## src/rtl/igmp_hgt_pkg.sv

```systemverilog
`timescale 1ns / 1ps
`default_nettype none
package igmp_hgt_pkg;

   localparam int TableRowsDefault = 8;
   localparam int MaxResults = 8;
   localparam logic [31:0] AllHostsGroup = 32'hE000_0001;
   localparam logic [31:0] LfsrTaps = 32'hD000_0001;
   localparam logic [15:0] IntervalReset = 16'd10000;
   localparam logic [31:0] SeedReset = 32'd1;
   localparam logic [6:0] RespUnit = 7'd100;

   // opcodes
   localparam logic [2:0] OP_TICK = 3'd0;
   localparam logic [2:0] OP_JOIN = 3'd1;
   localparam logic [2:0] OP_LEAVE = 3'd2;
   localparam logic [2:0] OP_QUERY = 3'd3;
   localparam logic [2:0] OP_REPORT = 3'd4;
   localparam logic [2:0] OP_OTHER = 3'd5;

   // status codes
   localparam logic [1:0] ST_DONE = 2'd0;
   localparam logic [1:0] ST_FULL = 2'd1;
   localparam logic [1:0] ST_IGNORED = 2'd2;
   localparam logic [1:0] ST_BAD_CSUM = 2'd3;

   // send kinds
   localparam logic KIND_REPORT = 1'b0;
   localparam logic KIND_LEAVE = 1'b1;

   // register indexes
   localparam logic CSR_INTERVAL = 1'b0;
   localparam logic CSR_SEED = 1'b1;

   typedef struct packed {
      logic [2:0] op;
      logic [3:0] iface;
      logic [31:0] mcast_group;
      logic [7:0] resp_tenths;
      logic checksum_ok;
   } req_word_type;

   typedef struct packed {
      logic send_valid;
      logic send_kind;
      logic [3:0] send_iface;
      logic [31:0] send_group;
      logic [1:0] status;
      logic last;
   } rsp_word_type;

   // controller to datapath
   typedef struct packed {
      logic load_req;     // latch request
      logic scan_start;   // reset scan index
      logic scan_step;    // process current row, advance index
      logic commit;       // join/leave single-row action on found/free row
      logic div_start;    // start delay modulo
      logic emit;         // emit final word
   } ctl_cmd_type;

   typedef struct packed {
      logic scan_done;
      logic div_busy;
      logic arm_pending;  // row needs arming (query), or the join needs a delay at the end
   } ctl_stat_type;

endpackage
`default_nettype wire

```

## src/rtl/igmp_host_group_table_core.sv

```systemverilog
`timescale 1ns / 1ps
`default_nettype none
// IGMPv2 host group table. An event is taken when start is high and busy is
// low; the core then walks all TABLE_ROWS rows once, one per cycle unless a
// delay draw holds the scan. A delay is drawn in the bit-serial modulo unit
// for every query-matched row and for a join that finds a row; no LFSR value
// is drawn when the delay window is zero. Results appear on rsp_* for
// one cycle with rsp_strobe high and must be taken then: the receiver cannot
// stall. Ticks give one word per expiring row in row order; each is held
// until the next expiry is found, so the final one goes out at the end of the
// event with last set. The final word of every event carries last and comes
// in the first cycle in which busy is low again.
module igmp_host_group_table_core #(
   parameter int TABLE_ROWS = igmp_hgt_pkg::TableRowsDefault
) (
   input wire logic clock,
   input wire logic reset,
   input wire logic start,
   output logic busy,
   input wire igmp_hgt_pkg::req_word_type req_word,
   output logic rsp_strobe,
   output igmp_hgt_pkg::rsp_word_type rsp_word,
   input wire logic csr_write,
   input wire logic csr_index,
   input wire logic [31:0] csr_data
);
   igmp_hgt_pkg::ctl_cmd_type cmd;
   igmp_hgt_pkg::ctl_stat_type stat;

   igmp_hgt_ctrl u_ctrl (
      .clock(clock), .reset(reset), .start(start), .busy(busy),
      .stat(stat), .cmd(cmd)
   );

   igmp_hgt_dp #(.TABLE_ROWS(TABLE_ROWS)) u_dp (
      .clock(clock), .reset(reset), .req_word(req_word),
      .csr_write(csr_write), .csr_index(csr_index), .csr_data(csr_data),
      .cmd(cmd), .stat(stat), .rsp_strobe(rsp_strobe), .rsp_word(rsp_word)
   );
endmodule
`default_nettype wire

```

## src/rtl/igmp_hgt_ctrl.sv

```systemverilog
`timescale 1ns / 1ps
`default_nettype none
module igmp_hgt_ctrl (
   input wire logic clock,
   input wire logic reset,
   input wire logic start,
   output logic busy,
   input wire igmp_hgt_pkg::ctl_stat_type stat,
   output igmp_hgt_pkg::ctl_cmd_type cmd
);
   localparam logic [2:0] S_IDLE = 3'd0;
   localparam logic [2:0] S_INIT = 3'd1;
   localparam logic [2:0] S_SCAN = 3'd2;
   localparam logic [2:0] S_DIV = 3'd3;
   localparam logic [2:0] S_FIN = 3'd4;
   localparam logic [2:0] S_DONE = 3'd5;

   logic [2:0] state_ff, state_in;

   // next state and commands
   always_comb begin
      state_in = state_ff;
      cmd = '0;
      unique case (state_ff)
         S_IDLE: begin
            if (start) begin
               cmd.load_req = 1'b1;
               state_in = S_INIT;
            end
         end
         S_INIT: begin
            cmd.scan_start = 1'b1;
            state_in = S_SCAN;
         end
         S_SCAN: begin
            if (stat.scan_done) begin
               state_in = S_FIN;
            end else if (stat.arm_pending) begin
               cmd.div_start = 1'b1;
               state_in = S_DIV;
            end else begin
               cmd.scan_step = 1'b1;
            end
         end
         S_DIV: begin
            if (!stat.div_busy) begin
               cmd.scan_step = 1'b1;
               state_in = S_SCAN;
            end
         end
         S_FIN: begin
            if (stat.arm_pending) begin
               cmd.div_start = 1'b1;
               state_in = S_DONE;
            end else begin
               cmd.commit = 1'b1;
               cmd.emit = 1'b1;
               state_in = S_IDLE;
            end
         end
         S_DONE: begin
            if (!stat.div_busy) begin
               cmd.commit = 1'b1;
               cmd.emit = 1'b1;
               state_in = S_IDLE;
            end
         end
         default: state_in = S_IDLE;
      endcase
   end

   assign busy = (state_ff != S_IDLE);

   always_ff @(posedge clock) begin
      if (reset) begin
         state_ff <= S_IDLE;
      end else begin
         state_ff <= state_in;
      end
   end
endmodule
`default_nettype wire

```

## src/rtl/igmp_hgt_dp.sv

```systemverilog
`timescale 1ns / 1ps
`default_nettype none
module igmp_hgt_dp #(
   parameter int TABLE_ROWS = igmp_hgt_pkg::TableRowsDefault
) (
   input wire logic clock,
   input wire logic reset,
   input wire igmp_hgt_pkg::req_word_type req_word,
   input wire logic csr_write,
   input wire logic csr_index,
   input wire logic [31:0] csr_data,
   input wire igmp_hgt_pkg::ctl_cmd_type cmd,
   output igmp_hgt_pkg::ctl_stat_type stat,
   output logic rsp_strobe,
   output igmp_hgt_pkg::rsp_word_type rsp_word
);
   localparam int IW = (TABLE_ROWS > 1) ? $clog2(TABLE_ROWS) : 1;
   localparam int CW = $clog2(TABLE_ROWS + 1);
   localparam logic [CW-1:0] LastRow = CW'(TABLE_ROWS - 1);

   igmp_hgt_pkg::req_word_type req_ff;
   logic [15:0] interval_ff;
   logic [31:0] lfsr_ff, lfsr_in;

   logic [TABLE_ROWS-1:0] valid_ff, dly_ff, lastrep_ff;
   logic [3:0] iface_ff [TABLE_ROWS];
   logic [31:0] group_ff [TABLE_ROWS];
   logic [15:0] cnt_ff [TABLE_ROWS];

   logic [CW-1:0] idx_ff;
   logic [IW-1:0] row;
   logic [3:0] nexp_ff;
   logic found_ff, free_ff;
   logic [IW-1:0] found_idx_ff, free_idx_ff;

   // modulo unit, one quotient bit a cycle
   logic [31:0] dividend_ff;
   logic [15:0] rem_ff;
   logic [15:0] window_ff;
   logic [5:0] div_cnt_ff;
   logic div_busy;
   logic [16:0] rem_shift;

   logic scan_done, match, is_tick, is_join, is_leave, is_query, is_report;
   logic bad_group, csum_drop, row_arm, row_exp, fin_arm;
   logic [15:0] cur_cnt, cnt_dec, query_win, use_win;
   logic [14:0] mrt_prod;
   logic [IW-1:0] tgt;

   // expiry word held back until it is known whether it is the final one
   logic last_pending_ff;
   igmp_hgt_pkg::rsp_word_type held_word_ff;

   assign row = idx_ff[IW-1:0];
   assign scan_done = (idx_ff > LastRow);
   assign is_tick = (req_ff.op == igmp_hgt_pkg::OP_TICK);
   assign is_join = (req_ff.op == igmp_hgt_pkg::OP_JOIN);
   assign is_leave = (req_ff.op == igmp_hgt_pkg::OP_LEAVE);
   assign is_query = (req_ff.op == igmp_hgt_pkg::OP_QUERY);
   assign is_report = (req_ff.op == igmp_hgt_pkg::OP_REPORT);
   assign bad_group = (req_ff.mcast_group == igmp_hgt_pkg::AllHostsGroup)
      || (req_ff.mcast_group == '0);
   assign csum_drop = !req_ff.checksum_ok && !is_tick && !is_join && !is_leave;
   assign match = valid_ff[row] && (iface_ff[row] == req_ff.iface)
      && (group_ff[row] == req_ff.mcast_group);

   // query window: mrt*100, zero falls back to the interval
   assign mrt_prod = 15'(req_ff.resp_tenths) * 15'(igmp_hgt_pkg::RespUnit);
   assign query_win = (mrt_prod == '0) ? interval_ff : 16'(mrt_prod);
   assign use_win = is_query ? query_win : interval_ff;

   // per-row scan decisions
   assign cur_cnt = cnt_ff[row];
   assign cnt_dec = (cur_cnt != '0) ? cur_cnt - 16'd1 : cur_cnt;
   assign row_exp = is_tick && valid_ff[row] && dly_ff[row] && (cnt_dec == '0)
      && (nexp_ff != 4'(igmp_hgt_pkg::MaxResults));
   assign row_arm = is_query && req_ff.checksum_ok && valid_ff[row]
      && (iface_ff[row] == req_ff.iface)
      && ((req_ff.mcast_group == '0) || (group_ff[row] == req_ff.mcast_group));
   assign fin_arm = is_join && !bad_group && (found_ff || free_ff);
   assign tgt = found_ff ? found_idx_ff : free_idx_ff;

   assign div_busy = (div_cnt_ff != '0);
   assign stat.scan_done = scan_done;
   assign stat.div_busy = div_busy;
   assign stat.arm_pending = scan_done ? fin_arm : row_arm;

   assign rem_shift = {rem_ff, dividend_ff[31]};

   // galois lfsr step
   always_comb begin
      lfsr_in = {1'b0, lfsr_ff[31:1]};
      if (lfsr_ff[0]) begin
         lfsr_in = lfsr_in ^ igmp_hgt_pkg::LfsrTaps;
      end
   end

   // delay result compared against the running countdown
   function automatic logic keep_cnt(logic d, logic [15:0] c, logic [15:0] dl);
      keep_cnt = d && (c != '0) && (dl >= c);
   endfunction

   always_ff @(posedge clock) begin
      if (reset) begin
         valid_ff <= '0;
         dly_ff <= '0;
         lastrep_ff <= '0;
         interval_ff <= igmp_hgt_pkg::IntervalReset;
         lfsr_ff <= igmp_hgt_pkg::SeedReset;
         div_cnt_ff <= '0;
         idx_ff <= '0;
      end else begin
         // request latch and scan index
         if (cmd.load_req) begin
            req_ff <= req_word;
            nexp_ff <= '0;
            found_ff <= 1'b0;
            free_ff <= 1'b0;
         end
         if (cmd.scan_start) begin
            idx_ff <= '0;
         end else if (cmd.scan_step) begin
            idx_ff <= idx_ff + CW'(1);
         end
         if (cmd.scan_step && !scan_done) begin
            if (match && !found_ff) begin
               found_ff <= 1'b1;
               found_idx_ff <= row;
            end
            if (!valid_ff[row] && !free_ff) begin
               free_ff <= 1'b1;
               free_idx_ff <= row;
            end
         end

         // modulo: start draws lfsr unless the window is zero, then 32 restoring steps
         if (cmd.div_start) begin
            if (use_win == '0) begin
               div_cnt_ff <= '0;
               rem_ff <= '0;
            end else begin
               lfsr_ff <= lfsr_in;
               dividend_ff <= lfsr_in;
               rem_ff <= '0;
               div_cnt_ff <= 6'd32;
            end
            window_ff <= use_win;
         end else if (div_busy) begin
            dividend_ff <= {dividend_ff[30:0], 1'b0};
            div_cnt_ff <= div_cnt_ff - 6'd1;
            if (rem_shift >= {1'b0, window_ff}) begin
               rem_ff <= 16'(rem_shift - {1'b0, window_ff});
            end else begin
               rem_ff <= rem_shift[15:0];
            end
         end

         // query arm applied when the draw finishes on this row
         if (cmd.scan_step && !scan_done && row_arm) begin
            if (!keep_cnt(dly_ff[row], cnt_ff[row], rem_ff[15:0])) begin
               dly_ff[row] <= 1'b1;
               cnt_ff[row] <= rem_ff[15:0];
            end
         end

         // tick countdown
         if (cmd.scan_step && !scan_done && is_tick && valid_ff[row]
               && dly_ff[row]) begin
            cnt_ff[row] <= cnt_dec;
            if (row_exp) begin
               dly_ff[row] <= 1'b0;
               lastrep_ff[row] <= 1'b1;
               nexp_ff <= nexp_ff + 4'd1;
            end
         end

         // report cancels delay and clears the last-reporter flag
         if (cmd.scan_step && !scan_done && is_report && req_ff.checksum_ok && match
               && !found_ff) begin
            dly_ff[row] <= 1'b0;
            lastrep_ff[row] <= 1'b0;
         end

         // join/leave on the found or free row
         if (cmd.commit && !bad_group) begin
            if (is_join && (found_ff || free_ff)) begin
               valid_ff[tgt] <= 1'b1;
               iface_ff[tgt] <= req_ff.iface;
               group_ff[tgt] <= req_ff.mcast_group;
               lastrep_ff[tgt] <= 1'b1;
               if (found_ff && keep_cnt(dly_ff[tgt], cnt_ff[tgt], rem_ff[15:0])) begin
                  dly_ff[tgt] <= 1'b1;
               end else begin
                  dly_ff[tgt] <= 1'b1;
                  cnt_ff[tgt] <= rem_ff[15:0];
               end
            end else if (is_leave && found_ff) begin
               valid_ff[found_idx_ff] <= 1'b0;
               dly_ff[found_idx_ff] <= 1'b0;
               lastrep_ff[found_idx_ff] <= 1'b0;
               cnt_ff[found_idx_ff] <= '0;
            end
         end

         // configuration writes
         if (csr_write) begin
            if (csr_index == igmp_hgt_pkg::CSR_INTERVAL) begin
               interval_ff <= csr_data[15:0];
            end else begin
               lfsr_ff <= (csr_data == '0) ? 32'd1 : csr_data;
            end
         end
      end
   end

   // result strobe: a held expiry goes out when the next one arrives,
   // the final word at emit
   always_ff @(posedge clock) begin
      if (reset) begin
         rsp_strobe <= 1'b0;
         last_pending_ff <= 1'b0;
      end else begin
         rsp_strobe <= 1'b0;
         if (cmd.scan_step && !scan_done && row_exp) begin
            rsp_strobe <= last_pending_ff;
            last_pending_ff <= 1'b1;
         end else if (cmd.emit) begin
            rsp_strobe <= 1'b1;
            last_pending_ff <= 1'b0;
         end
      end
   end

   // result word: expiry reports during the scan, final word at commit
   always_ff @(posedge clock) begin
      if (cmd.scan_step && !scan_done && row_exp) begin
         rsp_word <= held_word_ff;
         held_word_ff <= '{1'b1, igmp_hgt_pkg::KIND_REPORT, iface_ff[row], group_ff[row],
                           igmp_hgt_pkg::ST_DONE, 1'b0};
      end else if (cmd.emit) begin
         if (is_tick) begin
            if (last_pending_ff) begin
               rsp_word <= '{held_word_ff.send_valid, held_word_ff.send_kind,
                             held_word_ff.send_iface, held_word_ff.send_group,
                             held_word_ff.status, 1'b1};
            end else begin
               rsp_word <= '{1'b0, 1'b0, 4'd0, 32'd0, igmp_hgt_pkg::ST_DONE, 1'b1};
            end
         end else if ((is_join || is_leave) && bad_group) begin
            rsp_word <= '{1'b0, 1'b0, 4'd0, 32'd0, igmp_hgt_pkg::ST_IGNORED, 1'b1};
         end else if (is_join && !(found_ff || free_ff)) begin
            rsp_word <= '{1'b0, 1'b0, 4'd0, 32'd0, igmp_hgt_pkg::ST_FULL, 1'b1};
         end else if (is_join) begin
            rsp_word <= '{1'b1, igmp_hgt_pkg::KIND_REPORT, req_ff.iface,
                          req_ff.mcast_group, igmp_hgt_pkg::ST_DONE, 1'b1};
         end else if (is_leave && found_ff && lastrep_ff[found_idx_ff]) begin
            rsp_word <= '{1'b1, igmp_hgt_pkg::KIND_LEAVE, req_ff.iface,
                          req_ff.mcast_group, igmp_hgt_pkg::ST_DONE, 1'b1};
         end else if (csum_drop) begin
            rsp_word <= '{1'b0, 1'b0, 4'd0, 32'd0, igmp_hgt_pkg::ST_BAD_CSUM, 1'b1};
         end else begin
            rsp_word <= '{1'b0, 1'b0, 4'd0, 32'd0, igmp_hgt_pkg::ST_DONE, 1'b1};
         end
      end
   end
endmodule
`default_nettype wire

```

## config.mk

```make
export PLATFORM = sky130hd
export DESIGN_NAME = igmp_host_group_table_core
export DESIGN_NICKNAME = d
export VERILOG_FILES = /design/src/rtl/igmp_hgt_pkg.sv /design/src/rtl/igmp_host_group_table_core.sv /design/src/rtl/igmp_hgt_ctrl.sv /design/src/rtl/igmp_hgt_dp.sv
export SDC_FILE = /design/constraint.sdc
export NUM_CORES = 1
export LEC_CHECK = 0
export ABC_CLOCK_PERIOD_IN_PS = 6300
export BUFFER_PORTS_ARGS = -buffer_cell sky130_fd_sc_hd__buf_2
export CORE_ASPECT_RATIO = 0.8
export CORE_MARGIN = 1.5
export CORE_UTILIZATION = 30
export CTS_CLUSTER_DIAMETER = 100
export DETAILED_ROUTE_END_ITERATION = 16
export PLACE_DENSITY = 0.57
export SYNTH_ARGS = -nofsm -noshare
export SYNTH_HDL_FRONTEND = slang
export SYNTH_SLANG_ARGS = --single-unit
```

## constraint.sdc

```tcl
create_clock -name clock -period 6.3 [get_ports clock]
set_clock_uncertainty 0.05 [all_clocks]
set_input_delay 0.315 -clock clock [delete_from_list [all_inputs] [get_ports clock]]
set_output_delay 0.315 -clock clock [all_outputs]
set_load 0.01 [all_outputs]
```

==> results of run 1 <==
cell families after synthesis:
kind of cell,after synthesis,share of synthesized area
AOI/OAI and AO/OA,383,0.0828
xor gates and xnor gates,62,0.0165
adders and majority gates,87,0.0341
buffers and inverters,180,0.0240
DFF,707,0.619
muxes,280,0.118
and+or+nand+nor,719,0.105
state kept, by name (all words and copies together), names as in the netlist, 32 cells and up, named ones only:
signal             flops
u_dp.req_ff           48
u_dp.iface_ff         32
u_dp.lfsr_ff          32
u_dp.rsp_word         41
u_dp.cnt_ff          128
u_dp.group_ff        256
u_dp.held_word_ff     36
u_dp.dividend_ff      32
cell usage after synthesis, types with 5 or more instances:
master | count | area (µm²)
a2111oi_0 | 8 | 70.1
a211oi_1 | 39 | 293
a21o_1 | 21 | 158
a21oi_1 | 57 | 285
a221o_1 | 5 | 50.1
a221oi_1 | 8 | 70.1
a22o_1 | 46 | 403
a22oi_1 | 15 | 113
a311oi_1 | 7 | 61.3
a31oi_1 | 10 | 62.6
and2_1 | 22 | 138
and3_1 | 19 | 119
buf_1 | 8 | 30.0
buf_2 | 41 | 205
buf_6 | 6 | 67.6
clkbuf_1 | 62 | 233
dfxtp_1 | 90 | 1800
edfxtp_1 | 617 | 18500
ha_1 | 83 | 1040
inv_1 | 58 | 218
mux2_2 | 42 | 473
mux2i_1 | 155 | 1550
mux4_2 | 81 | 1820
nand2_1 | 247 | 927
nand2b_1 | 17 | 106
nand3_1 | 49 | 245
nand3b_1 | 5 | 37.5
nand4_1 | 31 | 194
nor2_1 | 145 | 544
nor2b_1 | 21 | 131
nor3_1 | 75 | 375
nor3b_1 | 6 | 45.0
nor4_1 | 38 | 238
o211ai_1 | 13 | 97.6
o21a_1 | 10 | 75.1
o21ai_0 | 63 | 315
o22ai_1 | 10 | 62.6
o31ai_1 | 11 | 82.6
o32ai_1 | 5 | 43.8
o41ai_1 | 5 | 43.8
or2_2 | 7 | 43.8
or3_1 | 10 | 62.6
or4_1 | 5 | 37.5
xnor2_1 | 33 | 289
xor2_1 | 29 | 254
through the flow:
stage          power (mW)  utilization
2_1_floorplan        7.18            -
3_5_place_dp         7.89        0.328
4_1_cts              12.3        0.358
5_1_grt              12.8        0.358
3_3_place_gp         7.87        0.328
6_report             12.2        0.358
area by class of cell:
class / instances / area share
tap: 1430 / 0.0461
inverter: 59 / 0.00570
sequential: 707 / 0.524
multi-input combinational: 1531 / 0.306
clock inverter: 36 / 0.00638
timing repair buffer: 300 / 0.0558
clock buffer: 105 / 0.0564
antenna: 1 / 0.0000644
routing by layer:
layer	part of all wire	vias to the layer above	GRT usage
li1	-	9904	-
met1	0.48	10900	0.235
met2	0.44	754	0.235
met3	0.062	117	0.0226
met4	0.021	0	0.0437
met5	0	-	0
worst reg2reg max path: cells and delay by family (launching register included):
family	cells	cell delay, ps
flops	1	680
mux	2	1160
simple gates	2	330
compound gates	8	2210
buf+inv	2	650
fa+ha+maj	1	320
final timing paths:
kind	endpoint	slack [ps]	cells past startpoint
setup / recovery	u_dp.cnt_ff[4][1]	600	15
hold / removal	u_dp.lfsr_ff[17]	40	3
setup reg to reg	u_dp.cnt_ff[4][1]	600	15
hold reg to reg	u_dp.interval_ff[12]	420	2
power by group through the flow:
| stage | Clock [mW] | Combinational [mW] | Sequential [mW] |
|---|---|---|---|
| after floorplan | 0 | 1.44 | 5.74 |
| after global placement | 0 | 1.97 | 5.90 |
| after detailed placement | 0 | 2.00 | 5.90 |
| after CTS | 4.48 | 2.04 | 5.80 |
| after global routing | 4.65 | 2.30 | 5.82 |
| final | 4.38 | 2.04 | 5.80 |
==> qor.yml, run 1 <==
final_antenna_net_count: 0
stdcell_count: 4169
grt_max_degree: 68
critical_path_required_ps: 6600
cts_hold_buf: 78
switching_share: 0.273
synth_seq_cells: 707
hp-start: "csr_data[17]"
io_buffer_count: 127
fp.dieH_um: 299
maxSlewHeadroom: 0.210
fin_tns_setup_ps: 0
power.share.clock: 0.358
dp.cells: 3949
cts.sinks: 707
gp_congestion: 0.893
areaGrowthSynthToFinish_pct: 18.3
syn_nets: 2590
syn_inst: 2418
critPathBufInv: 2
fmax_mhz: 175
routed_wl_um: 89200
vias: 21700
worstSetupStartpoint: "u_dp.found_ff"
drc: 0
final_cell_mix: "edfxtp_1, nand2_1, mux2i_1"
r2r-start: "u_dp.found_ff"
start_kind: "register"
coreArea_um2: 109000
ctsResizeCount: 0
p_leak_nw: 13.3
cts_buffers: 80
grt_setup_unrepaired: "no"
grt_remaining_overflow: 0
tightest_slew_ps: 1180
path_class: "register to register"
combPwrFrac: 0.167
cpMaxStageDelayCell: "edfxtp_1"
drive_gt1_frac: 0.186
grt_antenna_before_repair: 0
dr.pass1.iters: 6
clkTransAtPathRegs_ps: 60
io_pins: 128
grt_usage: 0.157
p_seq_frac: 0.475
period_needed_ps: 5700
syn_area_um2: 32800
pre_cts_ws_ps: 697
rows: 108
cp.arrival_ps: 6000
grt_pass1_vias: 21100
synthArstFlopShare: 0
initial_utilization: 0.303
path_max_fanout: 19
finalHoldViolCount: 0
p_per_area_nw_per_um2: 314
cpPeakStageDelay_ps: 680
p_int_mw: 8.88
setup_violations: 0
timing.final.ws_setup_ps: 601
ir_drop_mv: 0.164
die_area_um2: 111000
cts_tree: "built"
viasPerCell: 5.21
run_status: "complete, no violations"
synth_edf_count: 617
cts_max_level: 3
cp_top_family: "compound AO/OA/AOI/OAI gates"
finish.instance_area_um2: 38900
ys_warn_count: 0
post-cts-setup-buffers: 0
post_dp_cell_area_um2: 35600
die_x_um: 373
clockBufferDepth: 3
finalCritPeriodShare: 0.905
wl_per_cell_um: 21.4
path_cells: "mux2_2 -> buf_4 -> mux4_2 -> a21oi_1 -> ha_1 -> o2111ai_1 -> o22ai_1 -> o41ai_1 -> o211ai_1 -> and3_1 -> o2bb2ai_1 -> a21oi_1 -> o31ai_1 -> nor3_2 -> buf_4"
avgSynthCellArea_um2: 13.6
ys.flop_type: "edfxtp_1"
grt_pass1_wl_um: 135000
end_kind: "register"
nets: 2851
cap_viol_max_count: 0
ys_seq_area_frac: 0.619
clk_latency_ps: 640
nFillCells: 10400
whs_ps: 44.8
cts_root_buf: "clkbuf_16"
multi_input_area_um2: 11900
regArea_um2: 20300
hold_path_class: "input port to register"
power.switching_mw: 3.34
final_common_cell: "edfxtp_1"
ys_types: 84
drt_iter0_markers: 1911
dp_hpwl_um: 58500
slew_violations: 0
Power figures use the tool's default switching activity.
==> run 2: changes to the inputs <==
CELL_PAD_IN_SITES_DETAIL_PLACEMENT = 1   (was not set)
CELL_PAD_IN_SITES_GLOBAL_PLACEMENT = 2   (was not set)
PLACE_DENSITY = 0.71   (was 0.57)
==> qor.yml, run 2 (synthesis results as in run 1) <==
period_needed_ps: 5740
end_kind: "register"
regMostFlops: "u_dp.group_ff"
path_class: "register to register"
grt_max_degree: 107
rows: 108
slew_violations: 0
dp_hpwl_um: 64100
fmax_mhz: 174
top_layer_used: "met4"
final_cell_mix: "edfxtp_1, nand2_1, mux2i_1"
grt_pass1_vias: 23300
clockBufferDepth: 3
top_regs: "u_dp.group_ff (256), u_dp.cnt_ff (128), u_dp.req_ff (48)"
tightest_slew_ps: 1240
clkTransAtPathRegs_ps: 70
critical_path_required_ps: 6550
cts_tree: "built"
start_kind: "register"
drt_iter0_markers: 1577
nets: 2842
p_per_area_nw_per_um2: 316
die_area_um2: 111000
timing.final.ws_setup_ps: 559
finalHoldViolCount: 0
cts_root_buf: "clkbuf_16"
clk_latency_ps: 670
grt_remaining_overflow: 0
hold_path_class: "input port to register"
whs_ps: 74.4
grt_setup_unrepaired: "no"
vias: 21800
cp.arrival_ps: 5990
cts_max_level: 3
die_x_um: 373
final_antenna_net_count: 0
wl_per_cell_um: 23.4
drc: 0
ir_drop_mv: 0.172
coreArea_um2: 109000
dr.pass1.iters: 5
gp_congestion: 0.840
cts_hold_buf: 78
fin_tns_setup_ps: 0
fp.dieH_um: 299
io_pins: 128
cap_viol_max_count: 0
final_common_cell: "edfxtp_1"
post-cts-setup-buffers: 0
areaGrowthSynthToFinish_pct: 18.2
grt_antenna_before_repair: 2
setup_violations: 0
dr_wl_met2_um: 44400
utilization: 0.358
finalCritPeriodShare: 0.911
path_max_fanout: 33
run_status: "complete, no violations"
grt_usage: 0.174
maxSlewHeadroom: 0.176
wl_met3_um: 5780
initial_utilization: 0.303
finalPower_mw: 12.3
routed_wl_um: 97400
wl_met1_um: 45500
drive_gt1_frac: 0.183
cts.sinks: 707
largest_reg_flops: 256
viasPerCell: 5.25
p_leak_nw: 13.3
pre_cts_ws_ps: 551
ctsResizeCount: 0
grt_pass1_wl_um: 147000
cts_buffers: 73
io_buffer_count: 127
run 2: cell count changes in the layout (fill, tap and decap cells not counted), sizes merged:
| cell | before | now |
|---|---|---|
| clkinv | 28 | 39 |
| diode | 1 | 2 |
| inv | 65 | 62 |
| buf | 222 | 219 |
| clkbuf | 105 | 87 |
| bufinv | 1 | 5 |
run 2: where the power goes:
group	switching (mW)	leakage, nW	internal (mW)
Sequential	0.300	6.34	5.52
Clock	1.96	1.16	2.40
Combinational	1.23	5.80	0.869
Total	3.49	13.3	8.79
run 2: cell type report:
cell class	instances	area (µm²)
flip-flops and latches	707	20300
inverters	59	221
diodes	2	5.00
well taps	1430	1790
clock buffers	86	1900
fillers	11500	69700
multi-input cells	1531	11900
repair buffers	298	2190
clock inverters	48	495
run 2: routing by layer:
metal	global-route usage	vias to the layer above
met5	0	-
met2	0.273	616
met1	0.245	11200
met4	0.0430	0
met3	0.0361	123
li1	-	9884
run 2: through the flow:
stage,std cells,instance area (µm²)
floorplan,2418,32800
global placement,3946,35600
detailed placement,3946,35600
CTS,4158,38800
global route,4159,38800
finish,4161,38800
run 2: worst max-delay path: stages, from the launching register on:
cell	delay, ps
edfxtp_1	690
mux2_2	950
buf_4	380
nand2_1	90
a311oi_1	320
o221ai_1	250
ha_1	370
nand4_1	100
nor4_1	320
o41ai_1	140
o211ai_1	160
and3_1	240
a2bb2oi_1	280
nor3_1	100
o31a_1	350
nor3_2	190
buf_4	350
run 2: final timing paths:
kind	start	end	slack, ps	cells past startpoint
max	u_dp.found_idx_ff[2]	u_dp.cnt_ff[6][0]	560	16
min	csr_data[16]	u_dp.lfsr_ff[16]	70	3
max reg2reg	u_dp.found_idx_ff[2]	u_dp.cnt_ff[6][0]	560	16
min reg2reg	u_dp.valid_ff[7]	u_dp.valid_ff[7]	430	2
